==> src/rtl/core/sha1_pkg.sv <==
// sha1_pkg: constants, round helpers and sequencer state type for the sha-1 core
// no dependencies; imported by sha1_message_digest_core
package sha1_pkg;

	// initial chaining values h0..h4
	localparam logic [31:0] H_INIT [5] = '{
		32'h67452301, 32'hefcdab89, 32'h98badcfe, 32'h10325476, 32'hc3d2e1f0
	};

	// round constants, one per group of twenty rounds
	localparam logic [31:0] K_ROUND [4] = '{
		32'h5a827999, 32'h6ed9eba1, 32'h8f1bbcdc, 32'hca62c1d6
	};

	// padding marker byte and the word that carries it alone
	localparam logic [7:0]  PAD_BYTE  = 8'h80;
	localparam logic [31:0] PAD_WORD  = {PAD_BYTE, 24'h0};

	localparam int unsigned ROUNDS     = 80;
	localparam int unsigned BLOCK_WORDS = 16;
	localparam int unsigned DIGEST_WORDS = 5;

	localparam logic [6:0] LAST_ROUND = 7'(ROUNDS - 1);
	localparam logic [3:0] LEN_HI_SLOT = 4'(BLOCK_WORDS - 2);
	localparam logic [3:0] LEN_LO_SLOT = 4'(BLOCK_WORDS - 1);
	localparam logic [2:0] LAST_INDEX  = 3'(DIGEST_WORDS - 1);
	localparam logic [2:0] FULL_BYTES  = 3'd4;

	// sequencer states
	typedef enum logic [4:0] {
		S_IDLE  = 5'b00001,
		S_PAD   = 5'b00010,
		S_ROUND = 5'b00100,
		S_ADD   = 5'b01000,
		S_OUT   = 5'b10000
	} seq_state_t;

	function automatic logic [31:0] rotl(input logic [31:0] x, input int unsigned n);
		rotl = (x << n) | (x >> (32 - n));
	endfunction

	// round group 0..3 from round number
	function automatic logic [1:0] round_group(input logic [6:0] r);
		if (r < 7'd20)
			round_group = 2'd0;
		else if (r < 7'd40)
			round_group = 2'd1;
		else if (r < 7'd60)
			round_group = 2'd2;
		else
			round_group = 2'd3;
	endfunction

	// boolean function of the round group
	function automatic logic [31:0] round_f(input logic [1:0] g, input logic [31:0] b,
			input logic [31:0] c, input logic [31:0] d);
		case (g)
			2'd0:    round_f = d ^ (b & (c ^ d));
			2'd2:    round_f = (b & c) | (d & (b | c));
			default: round_f = b ^ c ^ d;
		endcase
	endfunction

endpackage

==> src/rtl/core/sha1_message_digest_core.sv <==
// sha1_message_digest_core: sha-1 digest of a stream of big-endian 32-bit words
// depends on sha1_pkg (constants, round helpers, state type)
// a word that does not close a block is only stored; the sixteenth word of a
//   block starts a compression (load, 80 rounds on the shared round unit, chain add)
// msg_ready is low outside idle, so no word is taken while a block is being compressed
// final request: pad words one per cycle, one or two compressions, then 5 digest words
// reset: chaining values to the initial constants, fill and bit count cleared
module sha1_message_digest_core (
	input  logic        clk,
	input  logic        arst_n,
	input  logic        msg_valid,
	output logic        msg_ready,
	input  logic [31:0] data_word,
	input  logic [2:0]  bytes_valid,
	input  logic        end_of_message,
	output logic        dig_valid,
	input  logic        dig_ready,
	output logic [31:0] digest_word,
	output logic [2:0]  word_index,
	output logic        last_word
);
	import sha1_pkg::*;

	seq_state_t  state_q;
	logic [3:0]  fill_q;
	logic [63:0] bit_count_q;
	logic [6:0]  round_q;
	logic [2:0]  idx_q;
	logic        fin_q;
	logic        mark_q;
	logic        len_hi_q;
	logic        len_lo_q;

	logic [31:0] w_q [BLOCK_WORDS];
	logic [31:0] h_q [DIGEST_WORDS];
	logic [31:0] a_q, b_q, c_q, d_q, e_q;

	logic        in_acc;
	logic        out_acc;
	logic [2:0]  n_eff;
	logic [31:0] padded_word;
	logic        push_en;
	logic [31:0] push_word;
	logic        block_full;
	logic [31:0] sched_word;
	logic [1:0]  grp;
	logic [31:0] t_word;

	assign in_acc  = msg_valid && msg_ready;
	assign out_acc = dig_valid && dig_ready;

	// oversized byte counts count as a full word
	assign n_eff = (bytes_valid > FULL_BYTES) ? FULL_BYTES : bytes_valid;

	// final partial word with the marker byte right after its data
	always_comb begin
		case (n_eff)
			3'd0:    padded_word = PAD_WORD;
			3'd1:    padded_word = {data_word[31:24], PAD_BYTE, 16'h0};
			3'd2:    padded_word = {data_word[31:16], PAD_BYTE, 8'h0};
			3'd3:    padded_word = {data_word[31:8], PAD_BYTE};
			default: padded_word = data_word;
		endcase
	end

	// word entering the block buffer
	always_comb begin
		push_en   = 1'b0;
		push_word = data_word;
		case (state_q)
			S_IDLE: begin
				push_en   = in_acc && (end_of_message || (n_eff != 3'd0));
				push_word = (end_of_message && (n_eff != FULL_BYTES)) ? padded_word : data_word;
			end
			S_PAD: begin
				push_en = 1'b1;
				if (mark_q)
					push_word = PAD_WORD;
				else if ((fill_q == LEN_HI_SLOT) && !len_hi_q)
					push_word = bit_count_q[63:32];
				else if ((fill_q == LEN_LO_SLOT) && len_hi_q)
					push_word = bit_count_q[31:0];
				else
					push_word = '0;
			end
			default: begin
				push_en   = 1'b0;
				push_word = data_word;
			end
		endcase
	end

	assign block_full = push_en && (fill_q == LEN_LO_SLOT);

	// shared round unit: schedule word and new a
	assign sched_word = rotl(w_q[13] ^ w_q[8] ^ w_q[2] ^ w_q[0], 1);
	assign grp        = round_group(round_q);
	assign t_word     = rotl(a_q, 5) + round_f(grp, b_q, c_q, d_q) + e_q + w_q[0]
		+ K_ROUND[grp];

	// sequencer
	always_ff @(posedge clk or negedge arst_n) begin
		if (!arst_n) begin
			state_q     <= S_IDLE;
			fill_q      <= '0;
			bit_count_q <= '0;
			round_q     <= '0;
			idx_q       <= '0;
			fin_q       <= 1'b0;
			mark_q      <= 1'b0;
			len_hi_q    <= 1'b0;
			len_lo_q    <= 1'b0;
		end else begin
			if (push_en)
				fill_q <= fill_q + 4'd1;
			if (block_full)
				round_q <= '0;
			case (state_q)
				S_IDLE: begin
					if (in_acc) begin
						if (end_of_message) begin
							fin_q       <= 1'b1;
							mark_q      <= (n_eff == FULL_BYTES);
							bit_count_q <= bit_count_q + {58'h0, n_eff, 3'b000};
							state_q     <= block_full ? S_ROUND : S_PAD;
						end else if (n_eff != 3'd0) begin
							bit_count_q <= bit_count_q + 64'd32;
							if (block_full)
								state_q <= S_ROUND;
						end
					end
				end
				S_PAD: begin
					if (mark_q)
						mark_q <= 1'b0;
					else if ((fill_q == LEN_HI_SLOT) && !len_hi_q)
						len_hi_q <= 1'b1;
					else if ((fill_q == LEN_LO_SLOT) && len_hi_q)
						len_lo_q <= 1'b1;
					if (block_full)
						state_q <= S_ROUND;
				end
				S_ROUND: begin
					round_q <= round_q + 7'd1;
					if (round_q == LAST_ROUND)
						state_q <= S_ADD;
				end
				S_ADD: begin
					idx_q <= '0;
					if (len_lo_q)
						state_q <= S_OUT;
					else if (fin_q)
						state_q <= S_PAD;
					else
						state_q <= S_IDLE;
				end
				S_OUT: begin
					if (dig_ready) begin
						if (idx_q == LAST_INDEX) begin
							state_q     <= S_IDLE;
							fin_q       <= 1'b0;
							len_hi_q    <= 1'b0;
							len_lo_q    <= 1'b0;
							bit_count_q <= '0;
							fill_q      <= '0;
						end else begin
							idx_q <= idx_q + 3'd1;
						end
					end
				end
				default: state_q <= S_IDLE;
			endcase
		end
	end

	// block buffer as a 16-word window, shifted by fills and by schedule rounds
	always_ff @(posedge clk) begin
		if (push_en || (state_q == S_ROUND)) begin
			for (int i = 0; i < BLOCK_WORDS - 1; i++)
				w_q[i] <= w_q[i + 1];
			w_q[BLOCK_WORDS - 1] <= push_en ? push_word : sched_word;
		end
	end

	// working variables
	always_ff @(posedge clk) begin
		if (block_full) begin
			a_q <= h_q[0];
			b_q <= h_q[1];
			c_q <= h_q[2];
			d_q <= h_q[3];
			e_q <= h_q[4];
		end else if (state_q == S_ROUND) begin
			a_q <= t_word;
			b_q <= a_q;
			c_q <= rotl(b_q, 30);
			d_q <= c_q;
			e_q <= d_q;
		end
	end

	// chaining values
	always_ff @(posedge clk or negedge arst_n) begin
		if (!arst_n) begin
			for (int i = 0; i < DIGEST_WORDS; i++)
				h_q[i] <= H_INIT[i];
		end else if (state_q == S_ADD) begin
			h_q[0] <= h_q[0] + a_q;
			h_q[1] <= h_q[1] + b_q;
			h_q[2] <= h_q[2] + c_q;
			h_q[3] <= h_q[3] + d_q;
			h_q[4] <= h_q[4] + e_q;
		end else if (out_acc && (idx_q == LAST_INDEX)) begin
			for (int i = 0; i < DIGEST_WORDS; i++)
				h_q[i] <= H_INIT[i];
		end
	end

	// handshake and digest output
	assign msg_ready   = (state_q == S_IDLE);
	assign dig_valid   = (state_q == S_OUT);
	assign digest_word = (idx_q > LAST_INDEX) ? h_q[0] : h_q[idx_q];
	assign word_index  = idx_q;
	assign last_word   = (idx_q == LAST_INDEX);

	// input and output sides never open together
	assert property (@(posedge clk) disable iff (!arst_n) !(msg_ready && dig_valid))
		else $error("input ready while digest pending");

	// every compression starts from an empty buffer
	assert property (@(posedge clk) disable iff (!arst_n)
		((state_q == S_ROUND) && (round_q == '0)) |-> (fill_q == '0))
		else $error("compression started with partial fill");

	// round counter stays inside the round range
	assert property (@(posedge clk) disable iff (!arst_n)
		(state_q == S_ROUND) |-> (round_q <= LAST_ROUND))
		else $error("round counter out of range");

	// after the last digest word the block is clean and idle
	assert property (@(posedge clk) disable iff (!arst_n)
		(out_acc && last_word) |=> ((state_q == S_IDLE) && (bit_count_q == '0)
		&& (fill_q == '0) && !fin_q))
		else $error("state not cleared after digest");

endmodule

==> config.mk <==
export PLATFORM = sky130hd
export DESIGN_NAME = sha1_message_digest_core
export DESIGN_NICKNAME = d
export VERILOG_FILES = /design/src/rtl/core/sha1_pkg.sv /design/src/rtl/core/sha1_message_digest_core.sv
export SDC_FILE = /design/constraint.sdc
export NUM_CORES = 2
export LEC_CHECK = 0
export BUFFER_PORTS_ARGS = -buffer_cell sky130_fd_sc_hd__buf_2
export CORE_ASPECT_RATIO = 1.4
export CORE_UTILIZATION = 30
export DETAILED_ROUTE_END_ITERATION = 6
export SLEW_MARGIN = 5
export SYNTH_ARGS = -nofsm -noshare
export SYNTH_HDL_FRONTEND = slang
export SYNTH_SLANG_ARGS = --single-unit
==> constraint.sdc <==
create_clock -name clk -period 12.7 [get_ports clk]
set_clock_uncertainty 0.2 [all_clocks]
set_input_delay 3.81 -clock clk [delete_from_list [all_inputs] [get_ports clk]]
set_output_delay 3.81 -clock clk [all_outputs]
set_load 0.02 [all_outputs]
==> reports/qor.yml <==
r2r_cells: 22
worst-slew-pin-transition_ps: 1210
outcome: "complete, no violations"
syn_nets: 4829
yosysTopAreaCell: "edfxtp_1"
cp-start-kind: "register"
globalplace.congestion: 0.923
ff_latch_area_mm2: 0.0264
holdCritPathClass: "register to register"
hold_violations: 0
initial_utilization_pct: 30.3
ys_types: 89
ys_seq_elements: 916
die_x_um: 345
max-cap-violations: 0
tritoncts: "built"
die-area_mm2: 0.166
drive_gt1_share_pct: 9.30
overflow: 0
cp.arrival_ps: 3960
worstPathRequired_ps: 8690
netlist_instances: 4424
ys_warn_count: 0
htree_num_levels: 3
avgSynthCellArea_um2: 11.2
ff2ff_setup_slack_ps: 4750
final_util_pct: 34.2
final_min_period_over_clock_period_pct: 62.7
routed_via_density: 5.08
wl_per_cell_um: 20.3
ys_seq_area_share_pct: 53.5
synth_top_area_share_pct: 40.9
grt_pass1_vias: 33400
insertion_delay_ps: 710
synth_edf_count: 672
clockRootBuffer: "clkbuf_16"
path_clk_slew_ps: 70
syn_area_mm2: 0.0493
fillers: 16200
portBuffers: 77
grt_max_degree: 224
ant_nets: 0
dp_hpwl_um: 94100
crit_type: "register to output port"
relSlewSlack_pct: 19.0
crit_fanout: 37
min_period_ps: 7970
drv_slew: 0
cts_setup_buffers: 0
mostFrequentLayoutCells: "edfxtp_1, nand2_1, o21ai_0"
drt_first_pass_iters: 5
grt_use_total_pct: 16.3
drc: 0
cts_buffer_depth: 3
core_mm2: 0.163
routed_wl_um: 136000
fmax_mhz: 126
cts_resized: 0
layout.nets: 4881
ys_top_cells_by_area: "edfxtp_1, dfrtp_1, ha_1"
rsz0062_at_grt: "false"
layout_commonest_cell: "edfxtp_1"
min_from: "w_q[0][37]$_DFFE_PP_"
ios: 78
synthToLayoutAreaGrowth_pct: 12.8
timing.hold.worst_endpoint: "w_q[0][5]$_DFFE_PP_"
async_reset_ff_share_pct: 26.6
reg2reg_from: "round_q[2]$_DFFE_PN0P_"
vias: 33900
cts.hold.buffers_added: 0
final-setup-viol-count: 0
r2r-end: "a_q[31]$_DFFE_PP_"
grt_pass1_wl_um: 206000
rows: 175
tns_ps: 0
clock-sinks: 916
multi_input_area_mm2: 0.0209
synthFlopType: "edfxtp_1"
dr.first_iter.drc_count: 2805
die_h_um: 482
hold_depth: 0
antenna_found_initial: 3
numCtsBuffers: 95
cp-end-kind: "output port"
## area by class of cell
type / count / share of cell area (%)
antenna: 1 / 0.00450
sequential: 916 / 47.4
clock inverter: 67 / 1.77
multi-input combinational: 2947 / 37.6
inverter: 404 / 2.73
tap: 2124 / 4.78
clock buffer: 112 / 4.44
timing repair buffer: 112 / 1.25
## routing by layer
metal / global-route usage (%) / vias to the layer above / wire, um / share of wire (%)
met3: 1.86 / 259 / 6830 / 5.0
li1: - / 15800 / - / -
met5: 0 / - / 0 / 0
met1: 20.9 / 16800 / 56800 / 42
met2: 27.2 / 1020 / 65600 / 48
met4: 7.79 / 0 / 6370 / 4.7
## Yosys cell counts, types with 22 or more instances
| library cell | number |
|---|---|
| dfstp_2 | 81 |
| or3_1 | 22 |
| nor2_1 | 197 |
| a211oi_1 | 28 |
| a22o_1 | 30 |
| fa_1 | 94 |
| a221oi_1 | 29 |
| nor3_1 | 62 |
| o21bai_1 | 31 |
| ha_1 | 271 |
| nand4_1 | 23 |
| mux4_2 | 32 |
| xor2_1 | 147 |
| nand2b_1 | 35 |
| nor2b_1 | 32 |
| dfrtp_1 | 163 |
| inv_1 | 404 |
| o21ai_0 | 449 |
| xnor2_1 | 188 |
| nand2_1 | 500 |
| edfxtp_1 | 672 |
| mux2i_1 | 37 |
| clkbuf_1 | 144 |
| nand3_1 | 105 |
| a21o_1 | 82 |
| a21oi_1 | 286 |
| and3_1 | 34 |
## metrics by stage
stage	cells	instance area, um^2	worst slack (ps)	hold WS, ps
after floorplan	4424	49300	542	200
after global placement	6503	52200	4740	200
after detailed placement	6503	52200	4690	205
after CTS	6682	55600	4660	193
after global routing	6683	55600	4370	210
final	6683	55600	4730	189
## how the worst max path moves through the flow
stage	start	endpoint	cells past startpoint
4_1_cts	word_index[0]$_DFFE_PN0P_	digest_word[0]	10
3_5_place_dp	bytes_valid[0]	w_q[1][91]$_DFFE_PP_	6
2_1_floorplan	bytes_valid[0]	w_q[0][0]$_DFFE_PP_	5
5_1_grt	round_q[5]$_DFFE_PN0P_	a_q[31]$_DFFE_PP_	23
6_report	word_index[0]$_DFFE_PN0P_	digest_word[0]	10
3_3_place_gp	bytes_valid[0]	w_q[0][27]$_DFFE_PP_	6
## worst max-delay path: stages (launching register included)
cell	delay (ps)
dfrtp_2	380
buf_4	380
inv_1	210
ha_1	160
buf_4	480
nand2_1	280
nor3_2	170
buf_4	520
nand2_1	160
nand2_1	220
buf_2	230
## sequential cells by signal, indices dropped and copies added, names as in the netlist
name,flops
e_q,32
len_lo_q,1
w_q,512
a_q,32
d_q,32
c_q,32
state_q,5
len_hi_q,1
mark_q,1
b_q,32
fin_q,1
bit_count_q,61
fill_q,4
word_index,3
round_q,7
h_q,160
## kinds of logic (layout without fill, tap and decap cells)
kind of cell | Yosys count | in the layout | synth area share (%)
xor gates and xnor gates | 335 | 335 | 5.95
muxes | 70 | 70 | 2.23
and+or+nand+nor | 1072 | 1072 | 9.81
other | 0 | 1 | 0
buffers and inverters | 561 | 695 | 4.27
adders and majority gates | 366 | 366 | 10.7
AOI/OAI and AO/OA | 1104 | 1104 | 13.5
DFF | 916 | 916 | 53.5
Power is left out: the tool's default activity adds up to more than one toggle a clock period on the data nets, which glitch-free logic cannot reach.
